===== src/hw/rtl/closest_point_on_polyline_core_defines.svh =====
// Assertion macros shared by the closest-point polyline RTL.
// Depends on nothing; files that assert include it by name and need clk_i and rst_ni.
`ifndef CLOSEST_POINT_ON_POLYLINE_CORE_DEFINES_SVH
`define CLOSEST_POINT_ON_POLYLINE_CORE_DEFINES_SVH

`ifndef ASSERT_OFF
// Checked property, switched off while reset is held.
`define CPOP_ASSERT(lbl, prop, msg) \
  lbl: assert property (@(posedge clk_i) disable iff (!rst_ni) prop) else $error(msg);
// Checked property that must also hold while reset is held.
`define CPOP_ASSERT_RST(lbl, prop, msg) \
  lbl: assert property (@(posedge clk_i) prop) else $error(msg);
`else
`define CPOP_ASSERT(lbl, prop, msg)
`define CPOP_ASSERT_RST(lbl, prop, msg)
`endif

`endif


===== src/hw/rtl/cpop_pkg.sv =====
// Shared types for the closest-point polyline core.
// Depends on nothing; used by the front end, the back end and the top level.
package cpop_pkg;

  // Per-transaction control flags passed from the front end to the back end.
  typedef struct packed {
    logic first;    // Starts a new polyline: the running best is cleared.
    logic last;     // Final vertex: a result follows this transaction.
    logic has_seg;  // A segment from the stored vertex to this vertex exists.
  } cpop_flags_t;

  localparam int unsigned FLAGS_W = $bits(cpop_flags_t);

endpackage


===== src/hw/rtl/cpop_front.sv =====
// Front end of the polyline core: accepts vertices and turns each into a segment job.
// Depends on cpop_pkg for the job flag type.
module cpop_front #(
  parameter int unsigned COORD_BITS = 16
) (
  input  logic                         clk_i,
  input  logic                         rst_ni,
  input  logic                         in_valid_i,
  output logic                         in_stall_o,
  input  logic signed [COORD_BITS-1:0] query_x_i,
  input  logic signed [COORD_BITS-1:0] query_y_i,
  input  logic signed [COORD_BITS-1:0] vertex_x_i,
  input  logic signed [COORD_BITS-1:0] vertex_y_i,
  input  logic                         first_vertex_i,
  input  logic                         last_vertex_i,
  input  logic                         queue_full_i,
  output logic                         push_o,
  output logic signed [COORD_BITS-1:0] job_qx_o,
  output logic signed [COORD_BITS-1:0] job_qy_o,
  output logic signed [COORD_BITS-1:0] job_px_o,
  output logic signed [COORD_BITS-1:0] job_py_o,
  output logic signed [COORD_BITS-1:0] job_ex_o,
  output logic signed [COORD_BITS-1:0] job_ey_o,
  output cpop_pkg::cpop_flags_t        job_flags_o
);

  import cpop_pkg::*;

  logic signed [COORD_BITS-1:0] prev_x_q, prev_x_d;
  logic signed [COORD_BITS-1:0] prev_y_q, prev_y_d;
  logic                         have_prev_q, have_prev_d;
  logic                         accept;

  assign in_stall_o = queue_full_i;
  assign accept     = in_valid_i && !queue_full_i;
  assign push_o     = accept;

  // The segment runs from the stored vertex to the incoming one.
  assign job_qx_o = query_x_i;
  assign job_qy_o = query_y_i;
  assign job_px_o = prev_x_q;
  assign job_py_o = prev_y_q;
  assign job_ex_o = vertex_x_i;
  assign job_ey_o = vertex_y_i;

  always_comb begin
    job_flags_o.first   = first_vertex_i;
    job_flags_o.last    = last_vertex_i;
    job_flags_o.has_seg = have_prev_q && !first_vertex_i;
  end

  always_comb begin
    prev_x_d    = prev_x_q;
    prev_y_d    = prev_y_q;
    have_prev_d = have_prev_q;
    if (accept) begin
      prev_x_d    = vertex_x_i;
      prev_y_d    = vertex_y_i;
      // The polyline ends with its last vertex, so no segment starts there.
      have_prev_d = !last_vertex_i;
    end
  end

  always_ff @(posedge clk_i or negedge rst_ni) begin
    if (!rst_ni) begin
      have_prev_q <= 1'b0;
    end else begin
      have_prev_q <= have_prev_d;
    end
  end

  always_ff @(posedge clk_i) begin
    prev_x_q <= prev_x_d;
    prev_y_q <= prev_y_d;
  end

endmodule


===== config.mk =====
export PLATFORM = sky130hd
export DESIGN_NAME = cpop_front
export DESIGN_NICKNAME = d
export VERILOG_FILES = /design/src/hw/rtl/closest_point_on_polyline_core_defines.svh /design/src/hw/rtl/cpop_pkg.sv /design/src/hw/rtl/cpop_front.sv
export SDC_FILE = /design/constraint.sdc
export NUM_CORES = 1
export LEC_CHECK = 0
export BUFFER_PORTS_ARGS = -buffer_cell sky130_fd_sc_hd__buf_4
export CAP_MARGIN = 20
export CORE_MARGIN = 4
export CORE_UTILIZATION = 36
export DETAILED_ROUTE_END_ITERATION = 6
export PLACE_DENSITY_LB_ADDON = 0.25
export SYNTH_ARGS = -nofsm -noshare
export SYNTH_HDL_FRONTEND = slang
export SYNTH_SLANG_ARGS = --single-unit

===== constraint.sdc =====
create_clock -name clk_i -period 1.2 [get_ports clk_i]
set_clock_uncertainty 0.2 [all_clocks]
set_input_delay 0 -clock clk_i [delete_from_list [all_inputs] [get_ports clk_i]]
set_output_delay 0 -clock clk_i [all_outputs]
set_load 0.05 [all_outputs]

**Word-level counts from Yosys, hierarchy flattened**

Cells that the tools add are included.

- Eq/ne operators: 0
- Multiplexer cells: 0
- Divide/modulo/power cells: 0
- Shifts and indexed selects: 0
- Reduce and logical (&&, ||, !) cells: 5
- Multiply operators: 0
- $lt $le $gt $ge: 0
- Bitwise operators: 0
- Add/sub/neg operators: 0

Operator list:

| operator | count |
|---|---|
| $logic_not A1 Y1 | 3 |
| $logic_and A1 B1 Y1 | 2 |

- Bits of input ports: 70
- Memory bits (read-only): 0
- Memories kept: 0
- Bits in latches: 0
- Output and inout port bits: 101
- Logic and storage cells: 8
- RAM bits: 0
- Register bits after elaboration: 33

**Longest topological paths before layout**

- Word-level depth: 2
- Depth in mapped cells: 2
- Mapped depth without buffers: 2

**Worst setup path before layout**

Ideal clock, no wire load.

- Path type: input port to flip-flop
- From: input port in_valid_i
- To: register prev_x_q[0] (netlist: job_px_o[0]), enable pin
- Data required time: 0.611 ns
- Buffers on the path: 0
- Setup time: 0.389 ns
- Path slack: -0.166 ns
- Arrival time: 0.776 ns
- Cell stages on the path: 1
- Cell sequence: nor2b_4

- Longest elaborated chain between the ends: 1

RTL lines:

| item | RTL line | text |
|---|---|---|
| start, declared | cpop_front.sv:8 | `input logic in_valid_i,` |
| $logic_and A1 B1 Y1 | cpop_front.sv:35 | `assign accept = in_valid_i && !queue_full_i;` |
| end signal, assigned | cpop_front.sv:73 | `prev_x_q <= prev_x_d;` |
| end, declared | cpop_front.sv:29 | `logic signed [COORD_BITS-1:0] prev_x_q, prev_x_d;` |

No other way between the ends.
A chain may end at the register's enable or synchronous reset.

==> flow_summary.yaml <==
power:
  ir_worst_vdd_v: 0.0005296
  p_leak_nw: 1.169
  power_density_nw_per_um2: 1279
  finalPower_mw: 3.388
detailed_routing:
  drc_errors: 0
  antenna_left: 0
  vias: 1100
  wl_per_cell_um: 16.69
  dr.pass1.iters: 2
  first_iter_violations: 33
  post_drt_via_cell_ratio: 4.104
  routed_wl_mm: 4.474
cells_and_area:
  antennaDiodeCount: 0
  final_layout_size_suffix_gt1_share_pct: 52.29
  multiInputGateArea_um2: 30.03
  final_cell_area_um2: 2649
  fillers: 308
  regArea_um2: 985.9
  area_growth_pct: 74.24
  nets: 288
sta:
  fmax_mhz: 870.5
  maxSlewHeadroom_pct: 63.30
  hold_viol: 0
  rsz0062_at_grt: "no"
  setup_ws_ns: 0.05122
  hold_ws_ns: 0.002094
  worst_slew_pin_slew_ns: 0.5487
  drv_slew: 0
  fin_setup_tns_ns: 0
  fin_crit_sh_pct: 95.73
  fin_crit_ns: 1.149
  finalSetupViolCount: 0
synth:
  syn_avg_cell_area_um2: 14.62
  syn_area_um2: 1520
  synthCells: 104
  ys_ff_latch: 33
  seq_area_frac_synth_pct: 64.86
  synthesis.nets: 174
  synth_warnings: 0
  yosysUniqueCellTypes: 7
floorplan:
  start_util_pct: 37.73
  io_pins: 171
  die_w_um: 72.99
  core_area_um2: 4029
  die_y_um: 72.99
  dieArea_um2: 5327
  rows: 23
cts:
  cts_buffers: 5
  tritoncts: "done"
  clock-root-buffer: "clkbuf_8"
  htree_num_levels: 2
  post_cts_buffers: 0
  ctsLongestPathBuffers: 2
  worstSkewPairLatency_ns: 0.28
  clock_sinks: 33
  cts.clk_slew.worst_paths_ns: 0.06
grt:
  grt_pass1_vias: 1224
  grt_overflow: 0
  track_usage_pct: 16.07
  grt_antenna_before_repair: 0
  grt_start_max_net_pins: 35
  grt_pass1_wl_mm: 6.265
setup_path:
  timing.rr.start: "have_prev_q"
  r2r-end: "have_prev_q"
  worst_setup_path_start_kind: "register"
  ff2ff_path_depth: 2
  crit_required_ns: 1.00
  cp.arrival_ns: 0.95
  crit_fanout: 2
  r2r_setup_slack_ns: 0.37
  cp-end-kind: "output port"
  criticalPathCategory: "register to output port"
worst_hold_path:
  hold_path.class: "input pin to register"
  hold_path_depth: 4
  min-delay-start: "queue_full_i"
  worstHoldEndpoint: "have_prev_q"
flow_run:
  maxCapViolations: 0
place:
  io_buffers: 106
  place.gp.congestion: 0.7123
  hpwl_mm: 2.897
  postPlaceCellArea_um2: 1898
  place_ws_ns: 0.2143
status:
  status: "finished clean"
-- cell type report --
cell class / count / share of cell area, %
Timing Repair Buffer: 174 / 56.26
Sequential cell: 33 / 37.22
Clock buffer: 6 / 2.740
Tap cell: 50 / 2.362
Multi-Input combinational cell: 3 / 1.134
Clock inverter: 1 / 0.1417
Inverter: 1 / 0.1417
-- sequential cells by signal, indices dropped and copies added, names as in the netlist --
name,flops
job_px_o,16
job_py_o,16
have_prev_q,1
-- cell usage after synthesis --
| cell type | n | share of area [%] |
|---|---|---|
| buf_4 | 67 | 33 |
| edfxtp_1 | 32 | 63 |
| dfrtp_1 | 1 | 1.6 |
| inv_1 | 1 | 0.25 |
| mux2i_1 | 1 | 0.66 |
| nor2_1 | 1 | 0.25 |
| nor2b_4 | 1 | 0.91 |
-- cells by family (layout without fill, tap and decap cells) --
group | Yosys count | in the layout | share of synthesized area [%]
flip-flops | 33 | 33 | 64.86
AND/OR/NAND/NOR | 2 | 2 | 1.152
multiplexers | 1 | 1 | 0.6585
buffers and inverters | 68 | 182 | 33.33
-- metal layers --
metal | share of wire [%] | global-route usage [%] | vias up
met1 | 28 | 13.65 | 483
met2 | 57 | 32.37 | 106
li1 | - | - | 505
met4 | 1.4 | 6.148 | 0
met5 | 0 | 0 | -
met3 | 13 | 6.061 | 6
-- layout by cell type, fill, tap and decap left out --
cell | Yosys | layout
buf_6 | 0 | 1
nor2b_4 | 1 | 1
nor2_2 | 0 | 1
dfrtp_1 | 1 | 1
edfxtp_1 | 32 | 32
mux2i_1 | 1 | 1
dlygate4sd3_1 | 0 | 67
buf_12 | 0 | 1
inv_1 | 1 | 1
buf_4 | 67 | 105
clkbuf_8 | 0 | 5
clkinv_1 | 0 | 1
clkbuf_1 | 0 | 1
-- stage by stage --
step                      cells  utilization [%]
after floorplan             104                -
after global placement      194            47.11
after CTS                   268            65.65
final                       268            65.75
after global routing        268            65.75
after detailed placement    194            47.11
-- where the power goes --
part	internal [mW]	leakage, nW	switching, mW
Combinational	0.409	0.818	0.859
Clock	0.390	0.0387	0.357
Sequential	1.35	0.312	0.0197
Total	2.15	1.17	1.24
-- worst max-delay path: stages (launching register included) --
cell     delay (ns)
dfrtp_1        0.33
inv_1          0.06
nor2_2         0.12
buf_6          0.17
-- how the worst max path moves through the flow --
stage	startpoint	end	slack (ns)	depth (start not counted)
2_1_floorplan	in_valid_i	job_px_o[0]	-0.17	1
3_3_place_gp	queue_full_i	job_py_o[4]	0.22	3
3_5_place_dp	queue_full_i	job_py_o[1]	0.21	3
4_1_cts	have_prev_q	job_flags_o[0]	0.03	3
5_1_grt	have_prev_q	job_flags_o[0]	0.01	3
6_report	have_prev_q	job_flags_o[0]	0.05	3
-- timing repair --
item,4_1_cts,5_1_grt
hold endpoints to repair,66,0
resized for setup,0,1
endpoints found under the setup margin,0,1
hold buffers,67,0
No activity file was read; power rests on OpenSTA's default activity.
