File: src/hw/rtl/closest_point_on_polyline_core_defines.svh
// Assertion macros shared by the closest-point polyline RTL.
// Depends on nothing; files that assert include it by name and need clk_i and rst_ni.
`ifndef CLOSEST_POINT_ON_POLYLINE_CORE_DEFINES_SVH
`define CLOSEST_POINT_ON_POLYLINE_CORE_DEFINES_SVH

`ifndef ASSERT_OFF
// Checked property, switched off while reset is held.
`define CPOP_ASSERT(lbl, prop, msg) \
  lbl: assert property (@(posedge clk_i) disable iff (!rst_ni) prop) else $error(msg);
// Checked property that must also hold while reset is held.
`define CPOP_ASSERT_RST(lbl, prop, msg) \
  lbl: assert property (@(posedge clk_i) prop) else $error(msg);
`else
`define CPOP_ASSERT(lbl, prop, msg)
`define CPOP_ASSERT_RST(lbl, prop, msg)
`endif

`endif

File: src/hw/rtl/cpop_fifo.sv
// Small job queue between the front end and the back end of the polyline core.
// Depends on closest_point_on_polyline_core_defines.svh for its assertions.
`include "closest_point_on_polyline_core_defines.svh"

module cpop_fifo #(
  parameter int unsigned DATA_W = 8,
  parameter int unsigned DEPTH  = 2
) (
  input  logic              clk_i,
  input  logic              rst_ni,
  input  logic              push_i,
  input  logic [DATA_W-1:0] push_data_i,
  output logic              full_o,
  input  logic              pop_i,
  output logic [DATA_W-1:0] pop_data_o,
  output logic              empty_o
);

  localparam int unsigned PTR_W = (DEPTH > 1) ? $clog2(DEPTH) : 1;
  localparam int unsigned CNT_W = $clog2(DEPTH + 1);

  logic [DATA_W-1:0] mem_q [DEPTH];
  logic [PTR_W-1:0]  wr_ptr_q, wr_ptr_d;
  logic [PTR_W-1:0]  rd_ptr_q, rd_ptr_d;
  logic [CNT_W-1:0]  count_q, count_d;
  logic              do_push, do_pop;

  assign full_o     = (count_q == CNT_W'(DEPTH));
  assign empty_o    = (count_q == '0);
  assign do_push    = push_i && !full_o;
  assign do_pop     = pop_i && !empty_o;
  assign pop_data_o = mem_q[rd_ptr_q];

  always_comb begin
    wr_ptr_d = wr_ptr_q;
    rd_ptr_d = rd_ptr_q;
    count_d  = count_q;
    if (do_push) begin
      wr_ptr_d = (wr_ptr_q == PTR_W'(DEPTH - 1)) ? '0 : wr_ptr_q + 1'b1;
    end
    if (do_pop) begin
      rd_ptr_d = (rd_ptr_q == PTR_W'(DEPTH - 1)) ? '0 : rd_ptr_q + 1'b1;
    end
    if (do_push && !do_pop) begin
      count_d = count_q + 1'b1;
    end else if (do_pop && !do_push) begin
      count_d = count_q - 1'b1;
    end
  end

  always_ff @(posedge clk_i or negedge rst_ni) begin
    if (!rst_ni) begin
      wr_ptr_q <= '0;
      rd_ptr_q <= '0;
      count_q  <= '0;
    end else begin
      wr_ptr_q <= wr_ptr_d;
      rd_ptr_q <= rd_ptr_d;
      count_q  <= count_d;
    end
  end

  always_ff @(posedge clk_i) begin
    if (do_push) begin
      mem_q[wr_ptr_q] <= push_data_i;
    end
  end

  `CPOP_ASSERT(a_count_bound, count_q <= CNT_W'(DEPTH), "queue count exceeds depth")
  `CPOP_ASSERT(a_no_push_full, push_i |-> !full_o, "push into a full queue")
  `CPOP_ASSERT(a_no_pop_empty, pop_i |-> !empty_o, "pop from an empty queue")

endmodule

File: config.mk
export PLATFORM = sky130hd
export DESIGN_NAME = cpop_fifo
export DESIGN_NICKNAME = d
export VERILOG_FILES = /design/src/hw/rtl/cpop_fifo.sv
export VERILOG_INCLUDE_DIRS = /design/src /design/src/hw/rtl
export SDC_FILE = /design/constraint.sdc
export NUM_CORES = 1
export LEC_CHECK = 0
export BUFFER_PORTS_ARGS = -buffer_cell sky130_fd_sc_hd__buf_2
export CAP_MARGIN = 20
export CORE_MARGIN = 2
export CORE_UTILIZATION = 48
export CTS_CLUSTER_SIZE = 28
export DETAILED_ROUTE_END_ITERATION = 8
export PLACE_DENSITY = 0.74
export SYNTH_ARGS = -nofsm -noshare
export SYNTH_HDL_FRONTEND = slang
export SYNTH_SLANG_ARGS = --single-unit
export TNS_END_PERCENT = 100
File: constraint.sdc
create_clock -name clk_i -period 1.85 [get_ports clk_i]
set_input_delay 0.4625 -clock clk_i [delete_from_list [all_inputs] [get_ports clk_i]]
set_output_delay 0.4625 -clock clk_i [all_outputs]
set_load 0.02 [all_outputs]
== Yosys cells after proc, flatten, opt, wreduce, memory -nomap -nowiden ==
Memory sizes are Yosys's and may differ from the RTL's.
Cells that the tools add are included.

* Add/sub/neg operators: 4
* Eq/ne operators: 1
* Muxes and demuxes: 6
* Reductions and logical operators: 10

{| class="wikitable"
|+ Operator list
! operator !! count
|-
| logical AND 1 bit || 4
|-
| zero test 1 bit || 4
|-
| 2-to-1 mux 1 bit || 4
|-
| 2-to-1 mux 2 bit || 2
|-
| adder 1 bit (second input constant) || 2
|-
| adder 2 x 1 -> 2 bit (second input constant) || 1
|-
| == test 2 bit (second input constant) || 1
|-
| zero test 2 bit || 1
|-
| nonzero test 2 bit || 1
|-
| subtractor 2 x 1 -> 2 bit (second input constant) || 1
|}

* Flip-flop bits (word level): 4
* RAM bits: 16
* Input bits: 12
* Word-level logic and storage cells: 25
* Memories: 1

{| class="wikitable"
|+ Memories
! memory !! words !! width !! read ports !! clocked after Yosys merged registers in !! write ports !! RTL line !! RTL
|-
| mem_q || 2 || 8 || 1 || 0 || 1 || cpop_fifo.sv:22 || <nowiki>logic [DATA_W-1:0] mem_q [DEPTH];</nowiki>
|}

== Logic depth before layout (Yosys ltp) ==
* Depth after elaboration: 7
* Depth in mapped cells: 7

== Worst setup path after synthesis ==
OpenSTA, ideal clock, no wires.

* Path kind: flip-flop to flip-flop
* From: reg count_q[0]
* To: mem mem_q[0][0], enable pin
* Setup time: 0.370 ns
* Data arrival time: 1.022 ns
* Required time: 1.480 ns
* Slack: 0.458 ns
* Stages on the path, launching flop included: 4
* Clock period less this slack: 1.392 ns
* Cell sequence: dfrtp_1 > nand2b_1 > nand2_2 > nor2_1

* Cells in the longest elaborated chain, start to end: 5

{| class="wikitable"
|+ Ends and longest elaborated chain
! element !! RTL line !! RTL
|-
| from (decl) || cpop_fifo.sv:25 || <nowiki>logic [CNT_W-1:0] count_q, count_d;</nowiki>
|-
| from (signal assigned) || cpop_fifo.sv:59 || <nowiki>count_q <= count_d;</nowiki>
|-
| == test 2 bit || cpop_fifo.sv:28 || <nowiki>assign full_o = (count_q == CNT_W'(DEPTH));</nowiki>
|-
| zero test 1 bit || cpop_fifo.sv:30 || <nowiki>assign do_push = push_i && !full_o;</nowiki>
|-
| logical AND 1 bit || cpop_fifo.sv:30 ||
|-
| 2-to-1 mux 1 bit || cpop_fifo.sv:64 || <nowiki>if (do_push) begin</nowiki>
|-
| 2-to-1 mux 1 bit (implied by the code) || cpop_fifo.sv:65 || <nowiki>mem_q[wr_ptr_q] <= push_data_i;</nowiki>
|-
| to (decl) || cpop_fifo.sv:22 ||
|}

Every way passes these cells.

== Worst setup path after layout ==
* From: reg rd_ptr_q
* To: out pop_data_o[5]

* Cells in the longest elaborated chain, start to end: 1

{| class="wikitable"
|+ Ends and longest elaborated chain
! element !! RTL line !! RTL
|-
| from (decl) || cpop_fifo.sv:24 || <nowiki>logic [PTR_W-1:0] rd_ptr_q, rd_ptr_d;</nowiki>
|-
| from (signal assigned) || cpop_fifo.sv:58 || <nowiki>rd_ptr_q <= rd_ptr_d;</nowiki>
|-
| memory read (2 x 8 bit) || - ||
|-
| to (decl) || cpop_fifo.sv:15 || <nowiki>output logic [DATA_W-1:0] pop_data_o,</nowiki>
|}

Every way passes these cells.

==> flow_summary_export.csv <==
group,metric,value,unit
run_status,status,"completed",
worst_setup_path,crit_type,"register to output pin",
timing,max-slew-margin-rel,0.751,
cells_and_area,area_growth_syn_to_layout,20.6,%
worst_setup_path,r2r-start,"count_q[0]",
global_routing,grt_pass1_vias,420,
power,power.internal,949,uW
hold_path,hp-start,"push_data_i[5]",
cts,cts_made_buffers,3,
worst_setup_path,r2r_slack,0.39,ns
power,peakVddDrop,0.752,mV
placed_design,io_buffers,21,
yosys,syn_inst,44,
global_routing,grt_first_pass_wirelength,1860,um
yosys,syn-num-nets,57,
worst_setup_path,crit_arrival,1.31,ns
worst_setup_path,rr_worst_depth,7,
global_routing,grt_overflow,0,
cells_and_area,diodes,0,
cells_and_area,final_core_util,0.619,
timing,timing.hold.ws,0.351,ns
placed_design,routabilityCongestion,0.650,
yosys,ys_warn_count,0,
cts,cts_tree,"built",
timing,rsz0062_at_grt,"no",
timing,slew_viol_final,0,
yosys,syn_area_per_cell,17.8,um^2
global_routing,grt_usage,0.141,
drt,vias_per_cell,4.92,
drt,wire_per_inst,13.7,um
power,leakagePower,0.396,nW
power,p_per_area,1550,nW/um^2
timing,fin_crit_sh,0.961,
cts,worstSkewPairLatency,0.29,ns
worst_setup_path,end_kind,"output pin",
global_routing,grt_antenna_before_repair,0,
cells_and_area,stdcell_area,943,um^2
placed_design,place_worst_setup_slack,0.295,ns
timing,tightestPinTransition,0.374,ns
drt,ant_nets,0,
worst_setup_path,path_max_fanout,9,
drt,firstDrtPassIters,2,
run,max-cap-violations,0,
hold_path,worstHoldPathType,"primary input to register",
hold_path,worst_hold_path.endpoint,"mem_q[0][5]",
power,p_comb_frac,0.369,
timing,min_period,1.78,ns
power,p_sw_frac,0.351,
placed_design,dp_hpwl,874,um
floorplan,fp.coreArea,1520,um^2
yosys,yosysUniqueCellTypes,15,
drt,drcViolationCount,0,
drt,drtIter0Drc,9,
timing,tns,0,ns
placed_design,placed_cell_area,910,um^2
cts,ctsRootBufferMaster,"clkbuf_4",
floorplan,start_util,0.513,
timing,fmax,0.563,GHz
worst_setup_path,critical_path_required,1.39,ns
yosys,ys_seq_area_frac,0.742,
timing,finalWorstSetupSlack,0.0729,ns
cells_and_area,drive_above_1_share,0.435,
yosys,synth_area,782,um^2
floorplan,die-area,1970,um^2
timing,setup_viol,0,
floorplan,die_w,44.4,um
cts,clock_sinks,20,
drt,routed_wl,1160,um
timing,fin_skew,0.00888,ns
worst_setup_path,r2r-end,"count_q[1]",
timing,hold_violations,0,
cells_and_area,nNetsFinal,84,
cts,clk_pin_slew,0.10,ns
hold_path,min_delay_path_depth,1,
cts,cts_max_level,1,
power,seqPwrFrac,0.500,
floorplan,row_count,14,
yosys,ys_seq_elements,20,
power,p_switching,514,uW
worst_setup_path,cp-start-kind,"register",
floorplan,ios,22,
drt,route.vias.total,418,
cts,clk_path_buf_depth,2,
global_routing,grt_start_max_net_pins,11,
power,p_clk_frac,0.131,
floorplan,fp.dieH,44.4,um
[worst max path at each step]
stage                     startpoint       endpoint  slack [ns]  cells after the start
after floorplan           count_q[0]    mem_q[0][0]        0.46                      3
after global placement      rd_ptr_q  pop_data_o[2]        0.30                      2
after detailed placement    rd_ptr_q  pop_data_o[7]        0.30                      2
after CTS                   rd_ptr_q  pop_data_o[5]        0.07                      2
after global routing        rd_ptr_q  pop_data_o[5]        0.02                      2
final                       rd_ptr_q  pop_data_o[5]        0.07                      2
[registers in the layout, summed over array words and instances (netlist names)]
| register | flops |
|---|---|
| rd_ptr_q | 1 |
| count_q | 2 |
| wr_ptr_q | 1 |
| mem_q | 16 |
[what timing repair did]
action                     4_1_cts  5_1_grt
setup buffers                    0        0
gates resized for setup          1        0
setup endpoints to repair        8        0
hold buffers                     1        0
hold endpoints to repair         4        0
[cells in the final DEF (no fill, tap or decap)]
master,synthesis,final
and3_1,1,1
nor2_1,3,3
buf_2,1,21
dlygate4sd3_1,0,1
xor2_1,2,2
nand2b_1,1,1
dfrtp_2,0,1
dfrtp_1,4,3
xnor2_2,1,1
nand2_2,1,1
inv_1,2,2
mux2_2,2,2
edfxtp_1,16,16
buf_4,0,1
ha_1,1,1
o21ai_1,1,1
mux2_1,6,6
clkbuf_4,0,3
xnor2_1,2,2
[cells in the mapped netlist]
library cell | count | area (um^2)
mux2_1 | 6 | 67.6
edfxtp_1 | 16 | 480
ha_1 | 1 | 12.5
buf_2 | 1 | 5.00
xnor2_2 | 1 | 16.3
and3_1 | 1 | 6.26
nor2_1 | 3 | 11.3
xor2_1 | 2 | 17.5
inv_1 | 2 | 7.51
nand2_2 | 1 | 6.26
o21ai_1 | 1 | 5.00
xnor2_1 | 2 | 17.5
dfrtp_1 | 4 | 100
nand2b_1 | 1 | 6.26
mux2_2 | 2 | 22.5
[cell families (layout without fill, tap and decap cells)]
logic type / after synthesis / in the layout / synth area share
compound gates: 1 / 1 / 0.00639
flops: 20 / 20 / 0.742
mux: 8 / 8 / 0.115
xor+xnor: 5 / 5 / 0.0656
buf+inv: 3 / 28 / 0.0160
simple gates: 6 / 6 / 0.0384
fa+ha+maj: 1 / 1 / 0.0160
[metal layers]
| layer | vias up | GRT usage | routed length [um] |
|---|---|---|---|
| met5 | - | 0 | 0 |
| met4 | 0 | 0.0727 | 20 |
| met3 | 4 | 0.0490 | 31 |
| met2 | 7 | 0.253 | 641 |
| met1 | 199 | 0.144 | 469 |
| li1 | 208 | - | - |
[worst max-delay path, cell delays in order (launching register included)]
cell and delay, ns:
dfrtp_2 0.50, mux2_1 0.36, buf_2 0.16
[cell type report]
class | instances | area (um^2)
clock buffer | 3 | 22.5
fill | 122 | 581
inverter | 2 | 7.51
multi-input combinational | 21 | 189
sequential | 20 | 582
tap | 16 | 20.0
timing repair buffer | 23 | 123
[power by group through the flow]
| stage | sequential, mW | clock (mW) | combinational (mW) |
|---|---|---|---|
| floorplan | 0.686 | 0 | 0.434 |
| global placement | 0.732 | 0 | 0.537 |
| detailed placement | 0.742 | 0 | 0.546 |
| CTS | 0.734 | 0.196 | 0.551 |
| global route | 0.752 | 0.217 | 0.590 |
| finish | 0.732 | 0.192 | 0.540 |
[stage by stage]
stage                     instances  power, mW
after global routing             85       1.56
after floorplan                  44       1.12
after global placement           81       1.27
after detailed placement         81       1.29
after CTS                        85       1.48
final                            85       1.46
Note: power is estimated with default switching activity, not from simulation.
